File: config.mk
export PLATFORM = sky130hd
export DESIGN_NAME = periodic_packet_injector_flat
export DESIGN_NICKNAME = d
export VERILOG_FILES = /design/src/ppi_pkg.sv /design/src/ppi_in_if.sv /design/src/ppi_out_if.sv /design/src/ppi_cfg_if.sv /design/src/periodic_packet_injector.sv /design/src/flat_wrapper.sv
export SDC_FILE = /design/constraint.sdc
export NUM_CORES = 1
export LEC_CHECK = 0
export BUFFER_PORTS_ARGS = -buffer_cell sky130_fd_sc_hd__clkbuf_2
export CORE_MARGIN = 2
export CORE_UTILIZATION = 45
export CTS_CLUSTER_DIAMETER = 150
export CTS_CLUSTER_SIZE = 14
export DETAILED_ROUTE_END_ITERATION = 12
export PLACE_DENSITY = 0.65
export SYNTH_ARGS = -nofsm -noshare
export SYNTH_HDL_FRONTEND = slang
export SYNTH_SLANG_ARGS = --single-unit
File: constraint.sdc
create_clock -name clk -period 5.45 [get_ports clk]
set_clock_uncertainty 0.2 [all_clocks]
set_input_delay 1.09 -clock clk [delete_from_list [all_inputs] [get_ports clk]]
set_output_delay 1.09 -clock clk [all_outputs]
set_load 0.05 [all_outputs]
File: src/ppi_pkg.sv
// Shared constants, phase types and header lookup for the periodic packet injector.
package ppi_pkg;

  localparam int FLIT_W        = 16;
  localparam int CFG_W         = 32;
  localparam int CFG_IDX_W     = 3;
  localparam int HEADER_FLITS  = 26;
  localparam int PAYLOAD_FLITS = 4;
  localparam int GAP_CYCLES    = 30;
  localparam int IDX_W         = 6;
  localparam int GAP_W         = 5;
  localparam int CNT_W         = 8;
  localparam int REWIND        = 3;

  localparam logic [FLIT_W-1:0] IO_SERVICE    = FLIT_W'(16'h0300);
  localparam logic [FLIT_W-1:0] SIZE_LIMIT    = FLIT_W'(16'h000B);
  localparam logic [FLIT_W-1:0] HDR_LEN_CODE  = FLIT_W'(11 + 2);
  localparam logic [FLIT_W-1:0] HDR_ROUTE_TAG = FLIT_W'(2);

  // receive-side flit positions
  localparam logic [CNT_W-1:0] POS_SIZE    = CNT_W'(5);
  localparam logic [CNT_W-1:0] POS_SERVICE = CNT_W'(7);
  localparam logic [CNT_W-1:0] POS_ID      = CNT_W'(11);
  localparam logic [CNT_W-1:0] CNT_CAPTURE = CNT_W'(14);
  localparam logic [CNT_W-1:0] CNT_SPLIT   = CNT_W'(HEADER_FLITS);

  // send-side header positions
  localparam logic [IDX_W-1:0] HP_FIXED_HI = IDX_W'(0);
  localparam logic [IDX_W-1:0] HP_FIXED_LO = IDX_W'(1);
  localparam logic [IDX_W-1:0] HP_ROUTE_HI = IDX_W'(2);
  localparam logic [IDX_W-1:0] HP_ROUTE_LO = IDX_W'(3);
  localparam logic [IDX_W-1:0] HP_LEN      = IDX_W'(5);
  localparam logic [IDX_W-1:0] HP_TYPE_HI  = IDX_W'(6);
  localparam logic [IDX_W-1:0] HP_TYPE_LO  = IDX_W'(7);
  localparam logic [IDX_W-1:0] HP_SERVICE  = IDX_W'(9);
  localparam logic [IDX_W-1:0] HP_PERIPH   = IDX_W'(11);
  localparam logic [IDX_W-1:0] HP_SRC_PE   = IDX_W'(13);
  localparam logic [IDX_W-1:0] HP_ROUTE_TG = IDX_W'(19);

  typedef enum logic [CFG_IDX_W-1:0] {
    CFG_HDR_FIXED,
    CFG_HDR_ROUTE,
    CFG_TYPE_FLITS,
    CFG_SERVICE,
    CFG_SOURCE_PE,
    CFG_PERIOD,
    CFG_WIN_START,
    CFG_WIN_END
  } cfg_reg_t;

  typedef enum logic [2:0] {
    RX_INIT,
    RX_RECEIVE,
    RX_WAIT,
    RX_SERVICE,
    RX_PAYLOAD
  } rx_phase_t;

  typedef enum logic [2:0] {
    TX_WAIT_REQ,
    TX_HEADER,
    TX_PAYLOAD,
    TX_WAIT_HEADER,
    TX_WAIT_PAYLOAD,
    TX_EOP
  } tx_phase_t;

  function automatic logic [FLIT_W-1:0] header_flit(
    input logic [IDX_W-1:0]  pos,
    input logic [CFG_W-1:0]  fixed_w,
    input logic [CFG_W-1:0]  route_w,
    input logic [CFG_W-1:0]  type_w,
    input logic [FLIT_W-1:0] service,
    input logic [FLIT_W-1:0] src_pe,
    input logic [FLIT_W-1:0] periph
  );
    logic [FLIT_W-1:0] v;
    unique case (pos)
      HP_FIXED_HI: v = fixed_w[CFG_W-1:FLIT_W];
      HP_FIXED_LO: v = fixed_w[FLIT_W-1:0];
      HP_ROUTE_HI: v = route_w[CFG_W-1:FLIT_W];
      HP_ROUTE_LO: v = route_w[FLIT_W-1:0];
      HP_LEN:      v = HDR_LEN_CODE;
      HP_TYPE_HI:  v = type_w[CFG_W-1:FLIT_W];
      HP_TYPE_LO:  v = type_w[FLIT_W-1:0];
      HP_SERVICE:  v = service;
      HP_PERIPH:   v = periph;
      HP_SRC_PE:   v = src_pe;
      HP_ROUTE_TG: v = HDR_ROUTE_TAG;
      default:     v = '0;
    endcase
    return v;
  endfunction

endpackage

File: src/ppi_in_if.sv
// Input channel: one link cycle per beat.
interface ppi_in_if;
  import ppi_pkg::*;

  logic              valid;
  logic              ready;
  logic              rx_valid;
  logic [FLIT_W-1:0] rx_flit;
  logic              rx_end;
  logic              credit_in;

  modport source (output valid, output rx_valid, output rx_flit, output rx_end,
                  output credit_in, input ready);
  modport sink   (input valid, input rx_valid, input rx_flit, input rx_end,
                  input credit_in, output ready);
endinterface

File: src/ppi_out_if.sv
// Result channel: registered link outputs, one beat per input beat.
interface ppi_out_if;
  import ppi_pkg::*;

  logic              valid;
  logic              ready;
  logic              tx_valid;
  logic [FLIT_W-1:0] tx_flit;
  logic              tx_end;
  logic              service_req;

  modport source (output valid, output tx_valid, output tx_flit, output tx_end,
                  output service_req, input ready);
  modport sink   (input valid, input tx_valid, input tx_flit, input tx_end,
                  input service_req, output ready);
endinterface

File: src/ppi_cfg_if.sv
// Configuration write channel: register index and write data.
interface ppi_cfg_if;
  import ppi_pkg::*;

  logic                 valid;
  logic                 ready;
  logic [CFG_IDX_W-1:0] index;
  logic [CFG_W-1:0]     data;

  modport source (output valid, output index, output data, input ready);
  modport sink   (input valid, input index, input data, output ready);
endinterface

File: src/periodic_packet_injector.sv
// Periodic packet injector top level: receive counter, send sequencer, output register.
//
// Usage: every beat on in_ch is one cycle of the network link (incoming flit
// with its valid and end marks, plus downstream credit). For each beat the
// block returns one beat on out_ch with the link outputs after that cycle:
// tx_valid, tx_flit, tx_end and the sticky service_req flag.
// cfg_ch writes the eight configuration registers (header words, service and
// source codes, injection period, window bounds); it is always ready and
// should be written only while no beat is in flight.
// An accepted input beat's result beat is registered and offered in the next cycle.
// Throughput: one beat per cycle while out_ch is ready; both state machines and
// the window/period compare are combinational between the input and the result register.
// Stall: in_ch.ready follows out_ch.ready while a result is held, so a stalled
// receiver holds the result and no state advances until it is taken.
// Reset (rst_n low, synchronous): phases to their idle codes, counters,
// request flag, captured fields and configuration to zero, result register
// empty.
module periodic_packet_injector (
  input  logic clk,
  input  logic rst_n,
  ppi_in_if.sink    in_ch,
  ppi_out_if.source out_ch,
  ppi_cfg_if.sink   cfg_ch
);
  import ppi_pkg::*;

  // configuration
  logic [CFG_W-1:0]  hdr_fixed_r, hdr_route_r, type_flits_r;
  logic [FLIT_W-1:0] service_r, source_pe_r;
  logic [CFG_W-1:0]  period_r, win_start_r, win_end_r;

  // receive side
  rx_phase_t         rx_phase_r, rx_phase_nxt;
  logic [CNT_W-1:0]  rx_cnt_r, rx_cnt_nxt;
  logic [FLIT_W-1:0] store_size_r, store_svc_r, store_id_r;
  logic [FLIT_W-1:0] cap_size_r, cap_size_nxt;
  logic [FLIT_W-1:0] cap_svc_r, cap_svc_nxt;
  logic [FLIT_W-1:0] periph_id_r, periph_id_nxt;
  logic              req_r, req_nxt;

  // send side
  tx_phase_t         tx_phase_r, tx_phase_nxt;
  logic [IDX_W-1:0]  send_idx_r, send_idx_nxt;
  logic [CFG_W-1:0]  cycle_r, cycle_nxt;
  logic [CFG_W-1:0]  countdown_r, countdown_nxt;
  logic [GAP_W-1:0]  gap_r, gap_nxt;
  logic [FLIT_W-1:0] latched_id_r, latched_id_nxt;
  logic              tx_valid_r, tx_valid_nxt;
  logic [FLIT_W-1:0] tx_flit_r, tx_flit_nxt;
  logic              tx_end_r, tx_end_nxt;

  logic              out_valid_r;
  logic              in_ready;
  logic              accept;

  logic              credit, rx, eop;
  logic [CNT_W-1:0]  rx_cnt_inc;
  logic              rx_take;
  logic [CFG_W-1:0]  cd_dec;
  logic              fire;
  logic [IDX_W-1:0]  rewind_idx, idx_inc, rewind_inc, flit_pos;
  logic [FLIT_W-1:0] hdr_val, pay_val;

  assign in_ready     = !out_valid_r || out_ch.ready;
  assign in_ch.ready  = in_ready;
  assign accept       = in_ch.valid && in_ready;
  assign cfg_ch.ready = 1'b1;

  assign credit = in_ch.credit_in;
  assign rx     = in_ch.rx_valid;
  assign eop    = in_ch.rx_end;

  assign out_ch.valid       = out_valid_r;
  assign out_ch.tx_valid    = tx_valid_r;
  assign out_ch.tx_flit     = tx_flit_r;
  assign out_ch.tx_end      = tx_end_r;
  assign out_ch.service_req = req_r;

  // ---------------------------------------------------------------- config
  always_ff @(posedge clk) begin
    if (!rst_n) begin
      hdr_fixed_r  <= '0;
      hdr_route_r  <= '0;
      type_flits_r <= '0;
      service_r    <= '0;
      source_pe_r  <= '0;
      period_r     <= '0;
      win_start_r  <= '0;
      win_end_r    <= '0;
    end else if (cfg_ch.valid) begin
      unique case (cfg_reg_t'(cfg_ch.index))
        CFG_HDR_FIXED:  hdr_fixed_r  <= cfg_ch.data;
        CFG_HDR_ROUTE:  hdr_route_r  <= cfg_ch.data;
        CFG_TYPE_FLITS: type_flits_r <= cfg_ch.data;
        CFG_SERVICE:    service_r    <= cfg_ch.data[FLIT_W-1:0];
        CFG_SOURCE_PE:  source_pe_r  <= cfg_ch.data[FLIT_W-1:0];
        CFG_PERIOD:     period_r     <= cfg_ch.data;
        CFG_WIN_START:  win_start_r  <= cfg_ch.data;
        CFG_WIN_END:    win_end_r    <= cfg_ch.data;
      endcase
    end
  end

  // ---------------------------------------------------------------- receive
  assign rx_cnt_inc = rx_cnt_r + CNT_W'(1);
  assign rx_take    = rx && (rx_phase_r == RX_INIT || rx_phase_r == RX_RECEIVE ||
                             rx_phase_r == RX_WAIT);

  always_comb begin
    rx_phase_nxt = rx_phase_r;
    unique case (rx_phase_r)
      RX_INIT:    if (rx) rx_phase_nxt = RX_RECEIVE;
      RX_RECEIVE: begin
        if (rx) begin
          if (rx_cnt_inc == CNT_SPLIT && cap_size_r > SIZE_LIMIT) rx_phase_nxt = RX_PAYLOAD;
          if (eop) rx_phase_nxt = RX_SERVICE;
        end else begin
          rx_phase_nxt = RX_WAIT;
        end
      end
      RX_WAIT:    if (rx) rx_phase_nxt = RX_RECEIVE;
      RX_SERVICE: rx_phase_nxt = RX_INIT;
      RX_PAYLOAD: if (eop) rx_phase_nxt = RX_SERVICE;
      default:    rx_phase_nxt = RX_INIT;
    endcase
  end

  always_comb begin
    rx_cnt_nxt    = rx_cnt_r;
    cap_size_nxt  = cap_size_r;
    cap_svc_nxt   = cap_svc_r;
    periph_id_nxt = periph_id_r;
    req_nxt       = req_r;
    if (rx_take) begin
      rx_cnt_nxt = rx_cnt_inc;
      if (rx_cnt_inc == CNT_CAPTURE) begin
        cap_size_nxt  = store_size_r;
        cap_svc_nxt   = store_svc_r;
        periph_id_nxt = store_id_r;
      end
    end
    unique case (rx_phase_r)
      RX_RECEIVE: begin
        if (rx) begin
          if (rx_cnt_inc == CNT_SPLIT && cap_size_r > SIZE_LIMIT) rx_cnt_nxt = '0;
          if (eop) rx_cnt_nxt = '0;
        end
      end
      RX_SERVICE: begin
        rx_cnt_nxt = '0;
        if (cap_svc_r == IO_SERVICE) req_nxt = 1'b1;
      end
      RX_PAYLOAD: rx_cnt_nxt = eop ? '0 : rx_cnt_inc;
      default: ;
    endcase
  end

  // header flits seen on the way in: no reset, read only after capture
  always_ff @(posedge clk) begin
    if (accept && rx_take) begin
      if (rx_cnt_r == POS_SIZE)    store_size_r <= in_ch.rx_flit;
      if (rx_cnt_r == POS_SERVICE) store_svc_r  <= in_ch.rx_flit;
      if (rx_cnt_r == POS_ID)      store_id_r   <= in_ch.rx_flit;
    end
  end

  // ---------------------------------------------------------------- send
  assign cycle_nxt  = cycle_r + CFG_W'(1);
  assign cd_dec     = (countdown_r != '0) ? countdown_r - CFG_W'(1) : '0;
  assign fire       = cycle_nxt > win_start_r && cycle_nxt < win_end_r && cd_dec == '0;
  assign rewind_idx = (send_idx_r > IDX_W'(REWIND)) ? send_idx_r - IDX_W'(REWIND) : '0;
  assign idx_inc    = send_idx_r + IDX_W'(1);
  assign rewind_inc = rewind_idx + IDX_W'(1);
  // resend after a credit loss starts from the rewound position
  assign flit_pos   = (tx_phase_r == TX_WAIT_HEADER || tx_phase_r == TX_WAIT_PAYLOAD) ?
                      rewind_idx : send_idx_r;
  assign hdr_val    = header_flit(flit_pos, hdr_fixed_r, hdr_route_r, type_flits_r,
                                  service_r, source_pe_r, latched_id_r);
  assign pay_val    = FLIT_W'(HEADER_FLITS) + FLIT_W'(flit_pos);

  always_comb begin
    tx_phase_nxt = tx_phase_r;
    unique case (tx_phase_r)
      TX_WAIT_REQ:     if (fire && credit) tx_phase_nxt = TX_HEADER;
      TX_HEADER: begin
        if (!credit) tx_phase_nxt = TX_WAIT_HEADER;
        else if (idx_inc == IDX_W'(HEADER_FLITS)) tx_phase_nxt = TX_PAYLOAD;
      end
      TX_PAYLOAD: begin
        if (!credit) tx_phase_nxt = TX_WAIT_PAYLOAD;
        else if (idx_inc == IDX_W'(PAYLOAD_FLITS)) tx_phase_nxt = TX_EOP;
      end
      TX_WAIT_HEADER:  if (credit) tx_phase_nxt = TX_HEADER;
      TX_WAIT_PAYLOAD: begin
        if (credit) begin
          tx_phase_nxt = (rewind_idx == IDX_W'(PAYLOAD_FLITS - 1)) ? TX_EOP : TX_PAYLOAD;
        end
      end
      TX_EOP:          if (gap_r == GAP_W'(GAP_CYCLES)) tx_phase_nxt = TX_WAIT_REQ;
      default:         tx_phase_nxt = TX_WAIT_REQ;
    endcase
  end

  always_comb begin
    send_idx_nxt   = send_idx_r;
    countdown_nxt  = cd_dec;
    gap_nxt        = gap_r;
    latched_id_nxt = latched_id_r;
    tx_valid_nxt   = tx_valid_r;
    tx_flit_nxt    = tx_flit_r;
    tx_end_nxt     = tx_end_r;
    unique case (tx_phase_r)
      TX_WAIT_REQ: begin
        if (fire) begin
          latched_id_nxt = periph_id_r;
          tx_flit_nxt    = hdr_fixed_r[CFG_W-1:FLIT_W];
          tx_valid_nxt   = 1'b1;
          if (credit) begin
            countdown_nxt = period_r;
            send_idx_nxt  = idx_inc;
          end
        end
      end
      TX_HEADER: begin
        if (credit) begin
          tx_flit_nxt  = hdr_val;
          send_idx_nxt = (idx_inc == IDX_W'(HEADER_FLITS)) ? '0 : idx_inc;
        end else begin
          tx_valid_nxt = 1'b0;
        end
      end
      TX_PAYLOAD: begin
        if (credit) begin
          tx_flit_nxt = pay_val;
          if (idx_inc == IDX_W'(PAYLOAD_FLITS)) begin
            tx_end_nxt   = 1'b1;
            send_idx_nxt = '0;
          end else begin
            send_idx_nxt = idx_inc;
          end
        end else begin
          tx_valid_nxt = 1'b0;
        end
      end
      TX_WAIT_HEADER: begin
        if (credit) begin
          tx_flit_nxt  = hdr_val;
          tx_valid_nxt = 1'b1;
          send_idx_nxt = rewind_inc;
        end
      end
      TX_WAIT_PAYLOAD: begin
        if (credit) begin
          tx_flit_nxt  = pay_val;
          tx_valid_nxt = 1'b1;
          if (rewind_idx == IDX_W'(PAYLOAD_FLITS - 1)) begin
            tx_end_nxt   = 1'b1;
            send_idx_nxt = rewind_idx;
          end else begin
            send_idx_nxt = rewind_inc;
          end
        end
      end
      TX_EOP: begin
        tx_valid_nxt = 1'b0;
        tx_end_nxt   = 1'b0;
        send_idx_nxt = '0;
        // restart the gap count one past zero when the idle ends
        gap_nxt      = (gap_r == GAP_W'(GAP_CYCLES)) ? GAP_W'(1) : gap_r + GAP_W'(1);
      end
      default: ;
    endcase
  end

  // ---------------------------------------------------------------- state
  always_ff @(posedge clk) begin
    if (!rst_n) begin
      rx_phase_r   <= RX_INIT;
      rx_cnt_r     <= '0;
      cap_size_r   <= '0;
      cap_svc_r    <= '0;
      periph_id_r  <= '0;
      req_r        <= 1'b0;
      tx_phase_r   <= TX_WAIT_REQ;
      send_idx_r   <= '0;
      cycle_r      <= '0;
      countdown_r  <= '0;
      gap_r        <= '0;
      latched_id_r <= '0;
      tx_valid_r   <= 1'b0;
      tx_flit_r    <= '0;
      tx_end_r     <= 1'b0;
      out_valid_r  <= 1'b0;
    end else begin
      if (accept) begin
        rx_phase_r   <= rx_phase_nxt;
        rx_cnt_r     <= rx_cnt_nxt;
        cap_size_r   <= cap_size_nxt;
        cap_svc_r    <= cap_svc_nxt;
        periph_id_r  <= periph_id_nxt;
        req_r        <= req_nxt;
        tx_phase_r   <= tx_phase_nxt;
        send_idx_r   <= send_idx_nxt;
        cycle_r      <= cycle_nxt;
        countdown_r  <= countdown_nxt;
        gap_r        <= gap_nxt;
        latched_id_r <= latched_id_nxt;
        tx_valid_r   <= tx_valid_nxt;
        tx_flit_r    <= tx_flit_nxt;
        tx_end_r     <= tx_end_nxt;
      end
      // hold the result beat until taken
      if (accept) begin
        out_valid_r <= 1'b1;
      end else if (out_ch.ready) begin
        out_valid_r <= 1'b0;
      end
    end
  end

endmodule
File: src/flat_wrapper.sv
// flat-port wrapper written by rule: the top's interface ports become plain ports
module periodic_packet_injector_flat import ppi_pkg::*;
  (clk, rst_n, in_ch_valid, in_ch_rx_valid, in_ch_rx_flit, in_ch_rx_end, in_ch_credit_in, in_ch_ready, out_ch_valid, out_ch_tx_valid, out_ch_tx_flit, out_ch_tx_end, out_ch_service_req, out_ch_ready, cfg_ch_valid, cfg_ch_index, cfg_ch_data, cfg_ch_ready);
  ppi_in_if in_ch_i ();
  ppi_out_if out_ch_i ();
  ppi_cfg_if cfg_ch_i ();
  input  logic clk;
  input  logic rst_n;
  input wire logic [$bits(in_ch_i.valid)-1:0] in_ch_valid;
  input wire logic [$bits(in_ch_i.rx_valid)-1:0] in_ch_rx_valid;
  input wire logic [$bits(in_ch_i.rx_flit)-1:0] in_ch_rx_flit;
  input wire logic [$bits(in_ch_i.rx_end)-1:0] in_ch_rx_end;
  input wire logic [$bits(in_ch_i.credit_in)-1:0] in_ch_credit_in;
  output wire logic [$bits(in_ch_i.ready)-1:0] in_ch_ready;
  output wire logic [$bits(out_ch_i.valid)-1:0] out_ch_valid;
  output wire logic [$bits(out_ch_i.tx_valid)-1:0] out_ch_tx_valid;
  output wire logic [$bits(out_ch_i.tx_flit)-1:0] out_ch_tx_flit;
  output wire logic [$bits(out_ch_i.tx_end)-1:0] out_ch_tx_end;
  output wire logic [$bits(out_ch_i.service_req)-1:0] out_ch_service_req;
  input wire logic [$bits(out_ch_i.ready)-1:0] out_ch_ready;
  input wire logic [$bits(cfg_ch_i.valid)-1:0] cfg_ch_valid;
  input wire logic [$bits(cfg_ch_i.index)-1:0] cfg_ch_index;
  input wire logic [$bits(cfg_ch_i.data)-1:0] cfg_ch_data;
  output wire logic [$bits(cfg_ch_i.ready)-1:0] cfg_ch_ready;
  assign in_ch_i.valid = in_ch_valid;
  assign in_ch_i.rx_valid = in_ch_rx_valid;
  assign in_ch_i.rx_flit = in_ch_rx_flit;
  assign in_ch_i.rx_end = in_ch_rx_end;
  assign in_ch_i.credit_in = in_ch_credit_in;
  assign in_ch_ready = in_ch_i.ready;
  assign out_ch_valid = out_ch_i.valid;
  assign out_ch_tx_valid = out_ch_i.tx_valid;
  assign out_ch_tx_flit = out_ch_i.tx_flit;
  assign out_ch_tx_end = out_ch_i.tx_end;
  assign out_ch_service_req = out_ch_i.service_req;
  assign out_ch_i.ready = out_ch_ready;
  assign cfg_ch_i.valid = cfg_ch_valid;
  assign cfg_ch_i.index = cfg_ch_index;
  assign cfg_ch_i.data = cfg_ch_data;
  assign cfg_ch_ready = cfg_ch_i.ready;
  periodic_packet_injector u_core (.clk(clk), .rst_n(rst_n), .in_ch(in_ch_i), .out_ch(out_ch_i), .cfg_ch(cfg_ch_i));
endmodule
Word-level counts from Yosys, hierarchy flattened
Cells that the tools add are included.
- output and inout bits: 22
- register bits: 445
- latch bits: 0
- memories kept: 0
- RAM bits: 0
- memory bits (read-only): 0
- logic and storage cells: 198
- multiplexer cells: 55
- multiply operators: 0
- reduce and logical (&&, ||, !) cells: 49
- div/mod/pow operators: 0
- equal/unequal tests: 55
- $lt $le $gt $ge: 4
- bitwise logic cells: 0
- shifts and indexed selects: 0
- $add $sub $neg: 8
- operators with widths (kind ; number):
    16-bit one-hot mux with 11 select lines ; 1
    32-bit two-way mux ; 4
    6-bit two-way mux ; 11
    16-bit two-way mux ; 3
    16-bit one-hot mux with 3 select lines ; 1
    3-bit two-way mux ; 14
    8-bit two-way mux ; 5
    6-bit one-hot mux with 6 select lines ; 1
    32-bit by 1-bit adder with 32-bit output, second input constant ; 1
    32-bit > comparator ; 1
    32-bit zero test ; 1
    32-bit less-than comparator ; 1
    32-bit nonzero test ; 1
    32-bit by 1-bit subtractor with 32-bit output, second input constant ; 1
    6-bit by 3-bit == test with 1-bit output, second input constant ; 4
    8-bit one-hot mux with 3 select lines ; 1
    2-bit AND reduction ; 12
    3-bit == test, second input constant ; 7
    3-bit by 2-bit == test with 1-bit output, second input constant ; 6
    6-bit by 2-bit == test with 1-bit output, second input constant ; 3
    6-bit by 4-bit == test with 1-bit output, second input constant ; 3
    3-bit one-hot mux with 6 select lines ; 1
    16-bit by 10-bit == test with 1-bit output, second input constant ; 1
    8-bit by 3-bit == test with 1-bit output, second input constant ; 2
    38 further kinds ; 85

Logic depth before layout (Yosys ltp)
Gate-level depths: netlist of run 1.
- depth after elaboration: 9
- gate-level depth with buffers: 22
- gate-level depth less buffers: 19

Worst setup path after synthesis of run 1
Ideal clock, no wire load.
- kind: reg-to-reg
- from: register u_core.cycle_r[8]
- to: register u_core.latched_id_r[10]
- data required time: 5134 ps
- period minus slack after synthesis: 4949 ps
- setup slack: 501 ps
- path buffers: 2
- cell stages (with the launch flop): 20
- data arrival time: 4633 ps
- cell sequence: dfxtp_1 -> clkbuf_1 -> and4_1 -> and3_1 -> nand4_1 -> nor2_1 -> and3_1 -> nor3b_1 -> nand3_1 -> xnor2_1 -> ha_1 -> and4_1 -> a221oi_1 -> o211ai_1 -> a21oi_1 -> nand4_1 -> a2111oi_4 -> buf_8 -> mux2i_1 -> nor2b_1
- word-level cells in the longest chain between the ends: 5
- RTL lines (what ; line ; RTL):
    start, declared ; periodic_packet_injector.sv:44 ; logic [CFG_W-1:0] cycle_r, cycle_nxt;
    start signal, assigned ; periodic_packet_injector.sv:304 ; cycle_r <= cycle_nxt;
    32-bit by 1-bit adder with 32-bit output * ; periodic_packet_injector.sv:168 ; assign cycle_nxt = cycle_r + CFG_W'(1);
    via u_core.cycle_nxt[31] ; periodic_packet_injector.sv:44 ;
    32-bit > comparator or 32-bit less-than comparator (tied branches) ; periodic_packet_injector.sv:170 ; assign fire = cycle_nxt > win_start_r && cycle_nxt < win_end_r && cd_dec == '0;
    1-bit logical AND * (2 in a row) ; periodic_packet_injector.sv:170 ;
    3-bit AND reduction (no source line) * ; - ;
    end signal, assigned ; periodic_packet_injector.sv:307 ; latched_id_r <= latched_id_nxt;
    end, declared ; periodic_packet_injector.sv:47 ; logic [FLIT_W-1:0] latched_id_r, latched_id_nxt;
Mark *: on every way through the listed nets, which the timed path passes. The rest lies on a longest branch.
A chain may end at the register's enable or synchronous reset.

Worst setup path in the final report of run 1
- from: register u_core.cycle_r[0]
- to: register u_core.latched_id_r[12]
The elaborated chain is that of the path after synthesis.

==> flow_metrics.py, run 1 <==
metrics = {
    "run_status": {
        "status": "finished, final reports clean",
    },
    "floorplanning": {
        "row_count": 82,
        "die_w_um": 228.7,
        "coreArea_mm2": 0.04997,
        "initial_core_util_pct": 45.46,
        "die_area_mm2": 0.05229,
        "die_h_um": 228.7,
        "io_pins": 81,
    },
    "timing": {
        "slew_viol_final": 0,
        "finalCritPeriodShare_pct": 92.19,
        "worstMarginPinSlew_ns": 1.187,
        "setup-tns-final_ns": 0,
        "rsz0062_at_grt": "false",
        "period_minus_slack_ns": 5.025,
        "finalHoldViolCount": 0,
        "fmax_mhz": 199.0,
        "slew_headroom_pct": 20.41,
        "finalSetupViolCount": 0,
    },
    "place": {
        "io_buffers": 79,
        "globalplace.congestion": 0.8893,
        "dp_cells": 3372,
        "hpwlAfterDp_mm": 44.79,
    },
    "finish": {
        "synthToLayoutAreaGrowth_pct": 8.329,
        "antenna-diode-count": 0,
        "fin_cells": 3421,
        "fin_util_pct": 49.25,
        "layout-drive-gt1-share_pct": 7.967,
        "nNetsFinal": 2876,
    },
    "clock_tree": {
        "clock_insertion_delay_worst_skew_ns": 0.56,
        "cts_sinks": 441,
        "clk_pin_slew_ns": 0.07,
        "root_buffer": "clkbuf_16",
        "cts_tree": "yes",
        "h-tree-depth": 2,
        "cts_buffer_depth": 3,
        "cts_made_buffers": 37,
        "post-cts-setup-buffers": 0,
        "postCtsHoldBufs": 0,
    },
    "drt": {
        "antenna_left": 0,
        "routed_wl_mm": 65.18,
        "vias": 19462,
        "drc": 0,
        "firstDrtPassIters": 6,
        "drt_iter0_drc": 1709,
        "wl_per_cell_um": 19.05,
        "viasPerCell": 5.689,
    },
    "setup_path": {
        "crit_slowest_cell": "dfxtp_1",
        "crit_fanout": 8,
        "crit_top_cell": "and3_1",
        "cp.buffers_inverters": 2,
        "critical_path_required_ns": 5.70,
        "path_delay_family": "simple AND/OR/NAND/NOR gates",
        "arrival_ns": 5.27,
        "slowest_delay_ns": 0.41,
        "start_kind": "flip-flop",
        "worst-setup-path-type": "reg2reg",
        "worstPathCellList": "ha_1, and3_1, and3_1, nand3_1, nor2_1, and3_1, nand3_1, nor2_1, xor2_1, ha_1, and4_1, a221oi_1, o211ai_1, a21oi_1, nand4_1, buf_4, a2111oi_4, buf_4, mux2i_1, nor2b_1",
        "setup.worst_path.end_class": "flip-flop",
    },
    "global_routing": {
        "grt_first_pass_wirelength_mm": 102.5,
        "grt-ovfl-total": 0,
        "grt.total_usage_pct": 24.41,
        "antenna_found_initial": 8,
        "grt_pass1_vias": 18058,
        "grt_max_degree": 219,
    },
    "yosys": {
        "synth.area.top_cells": "dfxtp_1 35%, nand2_1 11%, a21boi_0 9.4%",
        "syn_nets": 2902,
        "synth_flop_cell": "dfxtp_1",
        "syn_area_per_cell_um2": 8.212,
        "synth.distinct_cells": 87,
        "synth_edf_count": 46,
        "ys_ff_latch": 441,
        "synth_warnings": 0,
        "syn_area_mm2": 0.02271,
        "synth_top_cell_by_area": "dfxtp_1",
        "async_flop_share_pct": 0,
        "postSynthCellCount": 2766,
        "yosysTopAreaCellShare_pct": 34.81,
        "yosysSeqAreaShare_pct": 40.89,
    },
    "power": {
        "net-switching-power_w": 0.001946,
        "p_per_area_mw_per_mm2": 279.5,
        "max-vdd-ir-drop_v": 0.0002097,
        "power_frac_comb_pct": 14.6,
        "internal_power_w": 0.004932,
        "swShare_pct": 28.29,
        "leakagePower_nw": 8.708,
        "p_clk_share_pct": 35.4,
        "seqPwrFrac_pct": 50.0,
    },
    "hold_path": {
        "min_path_type": "reg2reg",
    },
    "job": {
        "cap_viol_max_count": 0,
    },
}
## worst paths after layout
kind,from,end,slack [ns],cells after the start
worst max-delay path,u_core.cycle_r[0],u_core.latched_id_r[12],0.43,20
worst min-delay path,u_core.hdr_fixed_r[26],u_core.hdr_fixed_r[26],0.26,2
worst max register to register,u_core.cycle_r[0],u_core.latched_id_r[12],0.43,20
worst min register to register,u_core.hdr_fixed_r[26],u_core.hdr_fixed_r[26],0.26,2
## worst register-to-register path, cell delays in order (launching register included)
cell and delay, ns:
dfxtp_1 0.41, ha_1 0.22, and3_1 0.22, and3_1 0.30
nand3_1 0.21, nor2_1 0.18, and3_1 0.24, nand3_1 0.19
nor2_1 0.21, xor2_1 0.23, ha_1 0.29, and4_1 0.22
a221oi_1 0.30, o211ai_1 0.13, a21oi_1 0.13, nand4_1 0.11
buf_4 0.22, a2111oi_4 0.37, buf_4 0.30, mux2i_1 0.20
nor2b_1 0.06
## cell type report
cell class | instances | area, um^2
clock buffer | 44 | 952.2
clock inverter | 4 | 50.05
fill | 4880 | 25360
inverter | 88 | 330.3
multi-input combinational | 2044 | 12340
sequential | 441 | 9289
tap | 672 | 840.8
timing repair buffer | 128 | 802.0
## metal layers
metal	GRT usage, %	part of all wire, %	up-vias
met4	7.128	2.5	16
met2	38.79	45	613
met3	5.102	7.3	99
met5	0	0.18	-
li1	-	-	9492
met1	33.41	45	9242
## kinds of logic (layout without fill, tap and decap cells)
| group | count (synthesis) | in the layout | synth area share [%] |
|---|---|---|---|
| AND/OR/NAND/NOR | 1142 | 1142 | 22.82 |
| AO/OA/AOI/OAI | 672 | 672 | 20.68 |
| flip-flops | 441 | 441 | 40.89 |
| buffers and inverters | 281 | 264 | 5.101 |
| XOR/XNOR | 83 | 83 | 3.200 |
| adder cells (fa/ha/maj) | 77 | 77 | 4.241 |
| multiplexers | 69 | 69 | 3.046 |
| other | 1 | 1 | 0.01651 |
## timing repair
item | in CTS | in global routing
resized for setup | 0 | 4
setup endpoints to repair | 0 | 17
hold endpoints to repair | 0 | 0
## flip-flops by register name, indices dropped and copies added (netlist names), 16 cells and up
signal                 flops
u_core.store_svc_r        16
u_core.source_pe_r        16
u_core.period_r           32
u_core.hdr_route_r        32
u_core.type_flits_r       32
u_core.out_ch.tx_flit     16
u_core.latched_id_r       16
u_core.win_end_r          32
u_core.hdr_fixed_r        32
u_core.win_start_r        32
u_core.cap_svc_r          16
u_core.service_r          16
u_core.store_id_r         16
u_core.periph_id_r        16
u_core.cycle_r            32
u_core.countdown_r        32
## stage by stage
step	hold WS [ns]	setup slack [ns]	area, um^2	total power (W)
2_1_floorplan	0.2348	0.5009	22710	0.004177
3_3_place_gp	0.2477	0.5417	23590	0.004474
3_5_place_dp	0.2561	0.3602	23590	0.004490
4_1_cts	0.2655	0.3588	24590	0.006926
5_1_grt	0.2792	0.02418	24610	0.007155
6_report	0.2603	0.4254	24610	0.006878
## layout by cell type (no fill, tap or decap), types with 47 or more instances in the layout
cell type / n
a21boi_0: 284
nand2_1: 683
a21oi_1: 100
dfxtp_1: 395
inv_1: 88
ha_1: 77
nand3_1: 59
xnor2_1: 47
mux2i_1: 67
nor2_1: 102
clkbuf_2: 78
o21ai_0: 83
## power groups by stage
stage | combinational (W) | clock [W] | sequential (W)
after floorplan | 0.000711 | 0 | 0.00347
after global placement | 0.000970 | 0 | 0.00350
after detailed placement | 0.000983 | 0 | 0.00351
after CTS | 0.000987 | 0.00251 | 0.00343
after global routing | 0.00110 | 0.00261 | 0.00345
final | 0.00100 | 0.00244 | 0.00344
## cells in the mapped netlist, types with 10 or more instances
master	count
nand4_1	39
nor3_1	34
and2_1	41
nand2b_1	14
nor2_1	106
a211oi_1	13
or3_1	11
nand3_1	59
a21oi_1	100
or4_1	15
o21ai_0	83
xor2_1	36
a22oi_1	20
a21boi_0	284
xnor2_1	47
o211ai_1	13
and3_1	16
a31oi_1	25
clkbuf_1	158
dfxtp_1	395
o2bb2ai_1	11
nor2b_1	39
ha_1	77
clkbuf_2	16
nor4_1	24
edfxtp_1	46
or2_2	10
a21o_1	11
o31ai_1	15
mux2i_1	68
nand2_1	684
inv_1	88
No activity file was read; power rests on OpenSTA's default activity.
==> run 2: changes to the inputs <==
Settings changed: PLACE_DENSITY 0.65 to default.
==> run 2 against run 1 <==
Effect of this change:
- maximum frequency is 0.53% lower
- clock-buffer cell count stayed put
- register-to-register slack worse by 0.03 ns
- worst hold slack worse by 0.0052 ns
- first-iteration DRC count is 3.7% lower
- via count is 1.1% lower
- critical path depth is 1 higher
- sequential share of layout area hardly changed
- cell count stayed put
==> flow_metrics.py, run 2 (synthesis results as in run 1) <==
metrics = {
    "finish": {
        "stdcell_area_mm2": 0.02462,
        "synthToLayoutAreaGrowth_pct": 8.390,
        "final_common_cell": "nand2_1",
        "layout_common_cells": "683 x nand2_1, 395 x dfxtp_1, 284 x a21boi_0",
        "antenna-diode-count": 0,
        "layout-drive-gt1-share_pct": 8.039,
        "fillers": 4909,
        "nNetsFinal": 2876,
    },
    "setup_path": {
        "start_kind": "flip-flop",
        "arrival_ns": 5.34,
        "critical_path_required_ns": 5.74,
        "setup.worst_path.end_class": "flip-flop",
        "worst-setup-path-type": "reg2reg",
        "crit_fanout": 7,
    },
    "clock_tree": {
        "clk_pin_slew_ns": 0.07,
        "cts_sinks": 441,
        "clock_insertion_delay_worst_skew_ns": 0.58,
        "cts_tree": "yes",
        "root_buffer": "clkbuf_16",
        "h-tree-depth": 2,
        "cts_buffer_depth": 3,
        "cts_made_buffers": 37,
    },
    "drt": {
        "firstDrtPassIters": 5,
        "antenna_left": 0,
        "viasPerCell": 5.627,
        "drc": 0,
        "routed_wl_mm": 66.63,
        "vias": 19249,
        "wl_per_cell_um": 19.48,
        "drt_iter0_drc": 1645,
    },
    "timing": {
        "slew_headroom_pct": 21.86,
        "worstMarginPinSlew_ns": 1.161,
        "finalHoldViolCount": 0,
        "setup-tns-final_ns": 0,
        "fmax_mhz": 198.0,
        "finalCritPeriodShare_pct": 92.68,
        "finalSetupViolCount": 0,
        "period_minus_slack_ns": 5.051,
        "slew_viol_final": 0,
        "rsz0062_at_grt": "false",
        "whs_ns": 0.2551,
        "worst_slack_ns": 0.3987,
    },
    "global_routing": {
        "antenna_found_initial": 4,
        "grt-ovfl-total": 0,
        "grt_first_pass_wirelength_mm": 104.4,
        "grt_max_degree": 151,
        "grt_pass1_vias": 18492,
        "grt.total_usage_pct": 25.01,
    },
    "place": {
        "pre_cts_ws_ns": 0.1439,
        "io_buffers": 79,
        "placed_cell_area_mm2": 0.02358,
        "globalplace.congestion": 0.9012,
        "hpwlAfterDp_mm": 45.82,
    },
    "power": {
        "leakagePower_nw": 8.708,
        "max-vdd-ir-drop_v": 0.0002532,
        "p_per_area_mw_per_mm2": 280.3,
        "power_w": 0.006900,
    },
    "floorplanning": {
        "initial_core_util_pct": 45.46,
        "coreArea_mm2": 0.04997,
        "die_area_mm2": 0.05229,
        "die_w_um": 228.7,
        "row_count": 82,
        "die_h_um": 228.7,
        "io_pins": 81,
    },
    "run_status": {
        "status": "finished, final reports clean",
    },
    "job": {
        "cap_viol_max_count": 0,
    },
    "hold_path": {
        "min_path_type": "reg2reg",
    },
}
-- run 2: cell types whose count changed in the layout (fill, tap and decap cells not counted), sizes merged --
cell    change
clkinv      -2
inv         +2
-- run 2: through the flow --
stage | util, % | std cells
finish | 49.27 | 3421
global route | 49.27 | 3421
CTS | 49.19 | 3419
detailed placement | 47.19 | 3371
global placement | 47.19 | 3371
floorplan | - | 2766
-- run 2: cell type report --
cell class / count / area [um^2] / area share [%]
sequential: 441 / 9289 / 37.73
inverter: 88 / 330.3 / 1.342
tap: 672 / 840.8 / 3.415
multi-input combinational: 2044 / 12360 / 50.19
clock buffer: 44 / 952.2 / 3.867
timing repair buffer: 128 / 805.8 / 3.273
clock inverter: 4 / 46.29 / 0.1880
-- run 2: routing by layer --
| metal | share of wire (%) | wire, um | vias to the layer above | global-route usage, % |
|---|---|---|---|---|
| li1 | - | - | 9485 | - |
| met1 | 46 | 30520 | 9111 | 34.15 |
| met2 | 45 | 30170 | 509 | 40.02 |
| met3 | 5.5 | 3653 | 136 | 4.129 |
| met4 | 3.3 | 2223 | 8 | 8.701 |
| met5 | 0.087 | 58 | - | 0 |
-- run 2: final timing paths --
kind,endpoint,start,cells after the start,slack (ns)
setup / recovery,u_core.out_ch.tx_flit[5],u_core.cycle_r[0],21,0.40
setup reg to reg,u_core.out_ch.tx_flit[5],u_core.cycle_r[0],21,0.40
hold / removal,u_core.countdown_r[26],u_core.period_r[26],2,0.26
hold reg to reg,u_core.countdown_r[26],u_core.period_r[26],2,0.26
-- run 2: repair_timing --
item | CTS | global route
endpoints found under the setup margin | 0 | 66
resized for setup | 0 | 9
hold buffers | 0 | 0
setup buffers | 0 | 1
-- run 2: power by group --
part,internal [W],switching (W)
clock,0.00124,0.00122
sequential,0.00334,0.0000895
combinational,0.000346,0.000659
total,0.00493,0.00197
-- run 2: worst max-delay path, stage by stage (launching register included) --
cell and delay, ns:
dfxtp_1 0.42, ha_1 0.24, and3_1 0.23, and3_2 0.26, nand3_1 0.17, nor2_1 0.14
buf_4 0.15, and3_1 0.24, nand3_2 0.14, nor2_1 0.16, xor2_1 0.23, ha_1 0.30
and4_1 0.22, a221oi_1 0.32, o211ai_1 0.13, a21oi_1 0.14, nand4_1 0.15, buf_4 0.25
o31ai_1 0.29, and2_0 0.20, buf_4 0.19, mux2i_1 0.20
